File: src/rtl/core/lis_length_fenwick_max_macros.svh
// assertion macros shared by the lis length block
`ifndef LIS_LENGTH_FENWICK_MAX_MACROS_SVH
`define LIS_LENGTH_FENWICK_MAX_MACROS_SVH

// condition must hold on every clock outside reset
`define LFM_ASSERT_ALWAYS(lbl, expr, msg) \
  lbl: assert property (@(posedge clk) disable iff (rst) (expr)) else $error(msg);

// consequent must hold in the clock after the antecedent
`define LFM_ASSERT_NEXT(lbl, ante, cons, msg) \
  lbl: assert property (@(posedge clk) disable iff (rst) (ante) |=> (cons)) else $error(msg);

// consequent must hold in the same clock as the antecedent
`define LFM_ASSERT_SAME(lbl, ante, cons, msg) \
  lbl: assert property (@(posedge clk) disable iff (rst) (ante) |-> (cons)) else $error(msg);

`endif

File: src/rtl/core/lfm_pkg.sv
// shared types for the lis length block: payloads, states, command and status
package lfm_pkg;

  localparam int VAL_W = 11;

  typedef struct packed {
    logic [VAL_W-1:0] rank;
    logic             last;
  } lfm_item_t;

  typedef struct packed {
    logic [VAL_W-1:0] best_length;
    logic [VAL_W-1:0] removals;
    logic             range_error;
    logic             final_res;
  } lfm_result_t;

  typedef enum logic [2:0] {
    ST_SWEEP,
    ST_IDLE,
    ST_QUERY,
    ST_UPDATE,
    ST_FINISH
  } lfm_state_t;

  // controller to datapath
  typedef struct packed {
    logic accept;
    logic q_step;
    logic u_step;
    logic finish;
    logic sweep_step;
  } lfm_cmd_t;

  // datapath to controller
  typedef struct packed {
    logic bad_rank;
    logic q_done;
    logic u_done;
    logic out_free;
    logic last_item;
    logic sweep_done;
  } lfm_status_t;

endpackage

File: src/rtl/core/lfm_ctrl.sv
// sequencing state machine for query walk, update walk, result and sweep
module lfm_ctrl import lfm_pkg::*; (
  input  logic        clk,
  input  logic        rst,
  input  logic        item_valid,
  output logic        item_ready,
  input  lfm_status_t status,
  output lfm_cmd_t    cmd
);

  lfm_state_t state, state_next;

  // state register, reset starts the clearing sweep
  always_ff @(posedge clk) begin
    if (rst) begin
      state <= ST_SWEEP;
    end else begin
      state <= state_next;
    end
  end

  // next state and commands
  always_comb begin
    state_next = state;
    cmd        = '0;
    item_ready = 1'b0;
    case (state)
      ST_IDLE: begin
        item_ready = 1'b1;
        if (item_valid) begin
          cmd.accept = 1'b1;
          state_next = status.bad_rank ? ST_FINISH : ST_QUERY;
        end
      end
      ST_QUERY: begin
        cmd.q_step = 1'b1;
        if (status.q_done) begin
          state_next = ST_UPDATE;
        end
      end
      ST_UPDATE: begin
        cmd.u_step = 1'b1;
        if (status.u_done) begin
          state_next = ST_FINISH;
        end
      end
      ST_FINISH: begin
        if (status.out_free) begin
          cmd.finish = 1'b1;
          state_next = status.last_item ? ST_SWEEP : ST_IDLE;
        end
      end
      ST_SWEEP: begin
        cmd.sweep_step = 1'b1;
        if (status.sweep_done) begin
          state_next = ST_IDLE;
        end
      end
      default: begin
        state_next = ST_SWEEP;
      end
    endcase
  end

endmodule

File: config.mk
export PLATFORM = sky130hd
export DESIGN_NAME = lfm_ctrl
export DESIGN_NICKNAME = d
export VERILOG_FILES = /design/src/rtl/core/lis_length_fenwick_max_macros.svh /design/src/rtl/core/lfm_pkg.sv /design/src/rtl/core/lfm_ctrl.sv
export SDC_FILE = /design/constraint.sdc
export NUM_CORES = 1
export LEC_CHECK = 0
export BUFFER_PORTS_ARGS = -buffer_cell sky130_fd_sc_hd__buf_2
export CORE_AREA = 10 10 47 49
export DETAILED_ROUTE_END_ITERATION = 7
export DIE_AREA = 0 0 57 59
export GPL_TIMING_DRIVEN = 0
export RECOVER_POWER = 25
export SLEW_MARGIN = 0
export SYNTH_ARGS = -nofsm -noshare
export SYNTH_HDL_FRONTEND = slang
export SYNTH_SLANG_ARGS = --single-unit
export TNS_END_PERCENT = 10
File: constraint.sdc
create_clock -name clk -period 1.5 [get_ports clk]
set_input_delay 0 -clock clk [delete_from_list [all_inputs] [get_ports clk]]
set_output_delay 0 -clock clk [all_outputs]
set_load 0.02 [all_outputs]
Word level (Yosys, flattened, before mapping). Index checks and enable logic that the tools add are counted. W data, S select, Z words.

Equality and inequality tests: 9. Reduce and logical (&&, ||, !) cells: 2. Muxes and demuxes: 16.

Operators with widths (number): $mux W3 (6); $pmux W3 S5 (1); $ne A2 B2 Y1 const B (5); $mux W1 (9); $eq A3 B2 Y1 const B (2); $reduce_and A5 Y1 (1); $eq A3 B1 Y1 const B (1); $eq A3 B3 Y1 const B (1); $logic_not A3 Y1 (1).

Output and inout bits: 6. Word-level logic and storage cells: 28. Flip-flop bits (word level): 3.

Depth between registers and ports, before layout. Gate-level depths: netlist of run 1.

Depth after elaboration: 3. Mapped depth: 4. Mapped depth without buffers: 3.

Worst setup path after synthesis of run 1. No wires, ideal clock.

Kind: register -> register. From: reg state[1]. To: reg state[2]. Setup time: 70 ps. Slack: 415 ps. Period minus slack after synthesis: 1085 ps. Cell stages (with the launch flop): 5. Data arrival time: 1015 ps. Cells stage by stage: dfxtp_1 buf_6 and4bb_1 nand2_1 a21oi_1.

Longest elaborated chain between the ends: 3. Elaborated cells on any way between the ends: 12.

Ends and longest elaborated chain: from (decl) (RTL line lfm_ctrl.sv:11) `lfm_state_t state, state_next;`; from (signal assigned) (RTL line lfm_ctrl.sv:18) `state <= state_next;`; $eq A3 B2 Y1, or another cell as far along (RTL line lfm_ctrl.sv:27) `case (state)`; $ne A2 B2 Y1 (no source line); $reduce_and A5 Y1 (no source line).

Several ways; a longest one is shown, not always the timed one. A chain may end at the register's enable or synchronous reset.

==> impl_metrics.yaml, run 1 <==
die:
  die_y_um: 59
  rows: 14
  start_util: 0.171
  io_pins: 15
  die_x_um: 57
  dieArea_mm2: 0.00336
  core_mm2: 0.00140
setup_path:
  crit_slowest_cell: "clkbuf_1"
  worstPathRequired_ns: 1.50
  ff2ff_path_depth: 4
  worstSetupStartpointType: "flop"
  r2r_end: "state[2]"
  r2r_start: "state[2]"
  path_delay_family: "buffers and inverters"
  worstPathArrival_ns: 1.30
  critical_path.max_fanout: 10
  worstSetupPathType: "flop to primary output"
  endpoint_kind: "primary output"
  path_buf_inv: 2
  slowest_delay_ns: 0.32
  worstPathCellList: "clkbuf_1 > nor2b_1 > and2_1 > buf_2"
  reg2reg_slack_ns: 0.23
  cp-startpoint: "state[2]"
pwr:
  peakVddDrop_uv: 441
  power.density_mw_per_mm2: 892
  p_leak_nw: 0.163
timing:
  period_minus_slack_ns: 1.30
  min_period_over_period: 0.866
  hold_viol: 0
  clock.fmax_ghz: 0.770
  relSlewSlack: 0.674
  grt_setup_unrepaired: "no"
  worst_pin_slew_ns: 0.477
  hold_ws_ns: 0.0266
  skew_ns: 0.00303
  setup_tns_ns: 0
  slew_violations: 0
  setup_viol: 0
global_routing:
  met2_usage: 0.0729
  use_met3: 0.0429
  gr-usage-met1: 0.0415
  grt_pass1_vias: 260
  grt_overflow: 0
  globalRouteTotalUtil: 0.0453
  grt_first_pass_wirelength_um: 1160
  gr-max-usage-layer: "met2"
  antenna_found_initial: 0
  grt_max_degree: 11
drt:
  routed_wl_um: 703
  drtIter0Drc: 3
  drc: 0
  dr.pass1.iters: 2
  routed_via_density: 4.17
  drt-wirelength-per-cell_um: 11.2
  dr_total_vias: 263
  route.antenna.remaining_nets: 0
cts:
  htreeDepth: 1
  clock-sinks: 3
  cts_setup_buffers: 0
  cts_made_buffers: 3
  clock_path_buffers: 2
  clk_pin_slew_ns: 0.04
  ctsRootBufferMaster: "clkbuf_4"
  insertion_delay_ns: 0.24
  cts_tree: "yes"
placement:
  io_buffers: 14
  dp_hpwl_um: 567
  placed_cells: 58
  placed_area_um2: 330
  globalplace.congestion: 0.645
synth:
  synth-xor-area-share: 0
  yosys.area_share.simple: 0.427
  syn_area_um2: 240
  seq_area_frac_synth: 0.250
  synth_area_per_cell_um2: 8.58
  synth_top_family_by_area: "simple AND/OR/NAND/NOR gates"
  yosysWarningCount: 0
  yosys.area_share.adder: 0
  synth_compound_gate_area_share: 0.219
  synthesis.nets: 37
  ys_ff_latch: 3
  synthMuxAreaShare: 0
  synth.distinct_cells: 18
  synth_cells: 28
layout:
  layout_commonest_cell: "buf_2"
  layout.cells.non_filler: 63
  largest_register_ffs: 3
  area_growth_syn_to_layout_pct: 51.6
  final_cell_mix: "buf_2 (14), nor2b_1 (4), clkbuf_1 (3), clkbuf_4 (3), dfxtp_1 (3)"
  top_regs: "state x3"
  fillerInstances: 166
  diodes: 0
  finish.utilization: 0.260
  top_register: "state"
  nets: 57
  final_layout_size_suffix_gt1_frac: 0.426
  design_area_um2: 364
job:
  maxCapViolations: 0
worst_hold_path:
  whs_path_depth: 3
  whs_endpoint: "state[2]"
  hold_class: "input port to flop"
  worst_hold_startpoint: "status[5]"
run_status:
  status: "complete, no violations"
==> repair_timing <==
| action | CTS | global route |
|---|---|---|
| hold endpoints to repair | 3 | 0 |
| hold buffers | 1 | 0 |
| gates resized for setup | 0 | 0 |
==> Yosys cell counts (all sizes together) <==
cell | instances | area (um^2)
and4bb | 1 | 12.5
and2 | 2 | 12.5
nor4 | 1 | 12.5
inv | 1 | 3.75
nor3b | 1 | 7.51
nor3 | 2 | 10.0
buf | 3 | 21.3
a31oi | 1 | 6.26
o32a | 1 | 10.0
nand2 | 2 | 7.51
nor4b | 1 | 15.0
a21oi | 2 | 10.0
nor2b | 4 | 25.0
dfxtp | 3 | 60.1
a2111oi | 2 | 18.8
o21a | 1 | 7.51
==> worst reg2reg max path: cells and delay by family (launching register included) <==
family | cells | cell delay [ns]
buffers and inverters | 1 | 0.32
AOI/OAI and AO/OA | 2 | 0.23
DFF | 1 | 0.29
and+or+nand+nor | 1 | 0.36
==> layout make-up <==
| type | count | area, um^2 | area share |
|---|---|---|---|
| clock buffers | 4 | 26.3 | 0.0722 |
| plain buffers | 3 | 20.0 | 0.0550 |
| well taps | 16 | 20.0 | 0.0550 |
| multi-input cells | 21 | 155 | 0.426 |
| flip-flops and latches | 3 | 60.1 | 0.165 |
| inverters | 1 | 3.75 | 0.0103 |
| repair buffers | 15 | 78.8 | 0.216 |
==> power by group <==
| group | internal (mW) | total (mW) | leakage [nW] | switching [mW] |
|---|---|---|---|---|
| Combinational | 0.0398 | 0.0920 | 0.123 | 0.0522 |
| Sequential | 0.0860 | 0.0882 | 0.0246 | 0.00218 |
| Clock | 0.0999 | 0.145 | 0.0150 | 0.0447 |
==> metrics by stage <==
step / power, mW / worst slack, ns
6_report: 0.325 / 0.201
5_1_grt: 0.350 / 0.0807
4_1_cts: 0.335 / 0.234
3_5_place_dp: 0.183 / 0.380
3_3_place_gp: 0.182 / 0.346
2_1_floorplan: 0.151 / 0.415
==> per-layer routing <==
layer | up-vias | wire [um]
li1 | 141 | -
met1 | 110 | 296
met2 | 10 | 335
met3 | 2 | 66
met4 | 0 | 4
met5 | - | 0
==> worst max path at each step <==
stage                      end  slack [ns]  cells past startpoint
global route            cmd[2]        0.08                      4
floorplan             state[2]        0.42                      4
finish                  cmd[2]        0.20                      4
CTS                 item_ready        0.23                      4
global placement      state[0]        0.35                      3
detailed placement    state[2]        0.38                      4
==> kinds of logic (layout without fill, tap and decap cells) <==
family                 count (synthesis)  after routing
DFF                                    3              3
buffers and inverters                  4             23
AOI/OAI and AO/OA                      7              7
and+or+nand+nor                       14             14
(Power assumes the default switching activity.)
==> run 2: changes to the inputs <==
--- a/config.mk
+++ b/config.mk
@@ -7,6 +7,8 @@
 export LEC_CHECK = 0
 export BUFFER_PORTS_ARGS = -buffer_cell sky130_fd_sc_hd__buf_2
 export CORE_AREA = 10 10 47 49
+export CTS_BUF_LIST = sky130_fd_sc_hd__clkbuf_8 sky130_fd_sc_hd__clkbuf_16
+export CTS_CLUSTER_DIAMETER = 150
 export DETAILED_ROUTE_END_ITERATION = 7
 export DIE_AREA = 0 0 57 59
 export GPL_TIMING_DRIVEN = 0
==> impl_metrics.yaml, run 2 (same netlist as run 1, synthesis figures left out) <==
run_status:
  status: "complete, no violations"
global_routing:
  grt_max_degree: 11
  globalRouteTotalUtil: 0.0462
  grt_pass1_vias: 263
  grt_first_pass_wirelength_um: 1180
  grt_overflow: 0
  antenna_found_initial: 0
timing:
  hold_viol: 0
  slew_violations: 0
  setup_viol: 0
  clock.fmax_ghz: 0.780
  setup_tns_ns: 0
  grt_setup_unrepaired: "no"
  worst_slack_ns: 0.218
  worst_pin_slew_ns: 0.477
  relSlewSlack: 0.674
  min_period_over_period: 0.855
  period_minus_slack_ns: 1.28
  skew_ns: 0.00136
pwr:
  pwr-share-clk: 0.559
  p_leak_nw: 0.175
  peakVddDrop_uv: 584
  power.switching_mw: 0.110
  power.density_mw_per_mm2: 1070
  power_mw: 0.410
  internal_power_mw: 0.300
  swShare: 0.268
  pwr-share-seq: 0.215
  combPwrFrac: 0.225
layout:
  diodes: 0
  top_register: "state"
  finish.utilization: 0.273
  design_area_um2: 383
  final_cell_mix: "buf_2 (14), nor2b_1 (4), clkbuf_8 (3), dfxtp_1 (3)"
  top_regs: "state x3"
  area_growth_syn_to_layout_pct: 59.4
  nets: 57
  final_layout_size_suffix_gt1_frac: 0.426
  largest_register_ffs: 3
  layout_commonest_cell: "buf_2"
cts:
  ctsRootBufferMaster: "clkbuf_8"
  cts_tree: "yes"
  clock_path_buffers: 2
  cts_resized: 0
  clk_pin_slew_ns: 0.03
  insertion_delay_ns: 0.22
  cts_made_buffers: 3
  htreeDepth: 1
  cts_setup_buffers: 0
  clock-sinks: 3
setup_path:
  critical_path.max_fanout: 10
  slowest_delay_ns: 0.32
  crit_slowest_cell: "clkbuf_1"
  worstSetupPathType: "flop to primary output"
  path_delay_family: "buffers and inverters"
  worstPathRequired_ns: 1.50
  ff2ff_path_depth: 4
  reg2reg_slack_ns: 0.23
  endpoint_kind: "primary output"
  worstPathArrival_ns: 1.28
  path_buf_inv: 2
  worstPathCellList: "clkbuf_1 > nor2b_1 > and2_1 > buf_2"
  worstSetupStartpointType: "flop"
  r2r_start: "state[2]"
  r2r_end: "state[2]"
drt:
  drc: 0
  drt-wirelength-per-cell_um: 11.4
  dr.pass1.iters: 2
  dr_total_vias: 268
  routed_via_density: 4.25
  drtIter0Drc: 3
  route.antenna.remaining_nets: 0
  routed_wl_um: 719
worst_hold_path:
  worst_hold_startpoint: "status[5]"
  whs_endpoint: "state[2]"
  whs_path_depth: 3
  hold_class: "input port to flop"
die:
  core_mm2: 0.00140
  rows: 14
  dieArea_mm2: 0.00336
  die_x_um: 57
  io_pins: 15
  die_y_um: 59
  start_util: 0.171
placement:
  placed_area_um2: 330
  io_buffers: 14
  globalplace.congestion: 0.645
  place_ws_ns: 0.380
  dp_hpwl_um: 567
job:
  maxCapViolations: 0
## run 2: what timing repair did
| item | 4_1_cts | 5_1_grt |
|---|---|---|
| endpoints found under the setup margin | 0 | 0 |
| hold buffers | 1 | 0 |
| hold endpoints to repair | 3 | 0 |
## run 2: worst reg2reg max path, delay by kind of cell (launching register included)
kind | cells | cell delay, ns
AND/OR/NAND/NOR | 1 | 0.36
AO/OA/AOI/OAI | 2 | 0.23
flip-flops | 1 | 0.29
buffers and inverters | 1 | 0.32
## run 2: power by group through the flow
stage | clock network, mW | logic [mW] | registers, mW
5_1_grt | 0.242 | 0.103 | 0.0891
4_1_cts | 0.234 | 0.0959 | 0.0882
6_report | 0.229 | 0.0925 | 0.0883
2_1_floorplan | 0 | 0.0616 | 0.0890
3_3_place_gp | 0 | 0.0921 | 0.0894
3_5_place_dp | 0 | 0.0934 | 0.0893
## run 2: worst max path at each step
stage | startpoint | end | slack (ns) | cells after the start
floorplan | state[1] | state[2] | 0.42 | 4
global placement | state[1] | state[0] | 0.35 | 3
detailed placement | state[0] | state[2] | 0.38 | 4
CTS | state[0] | item_ready | 0.26 | 4
global route | state[2] | state[2] | 0.08 | 4
finish | state[2] | cmd[2] | 0.22 | 4
## run 2: cell type report
type                       instances  area (um^2)
buffer                             3         20.0
clock buffer                       3         41.3
clock inverter                     1         3.75
fill                             168         1020
inverter                           1         3.75
multi-input combinational         21          155
sequential                         3         60.1
tap                               16         20.0
timing repair buffer              15         78.8
## run 2: metal layers
layer	share of wire	track usage
met3	0.095	0.0429
met4	0	0.0101
met1	0.42	0.0415
met2	0.49	0.0760
met5	0	0
## run 2: per-stage QoR
stage | hold WS [ns] | std cells
after floorplan | 0.0691 | 28
after global placement | 0.206 | 58
after detailed placement | 0.208 | 58
after CTS | 0.0581 | 63
after global routing | 0.0759 | 63
final | 0.0548 | 63
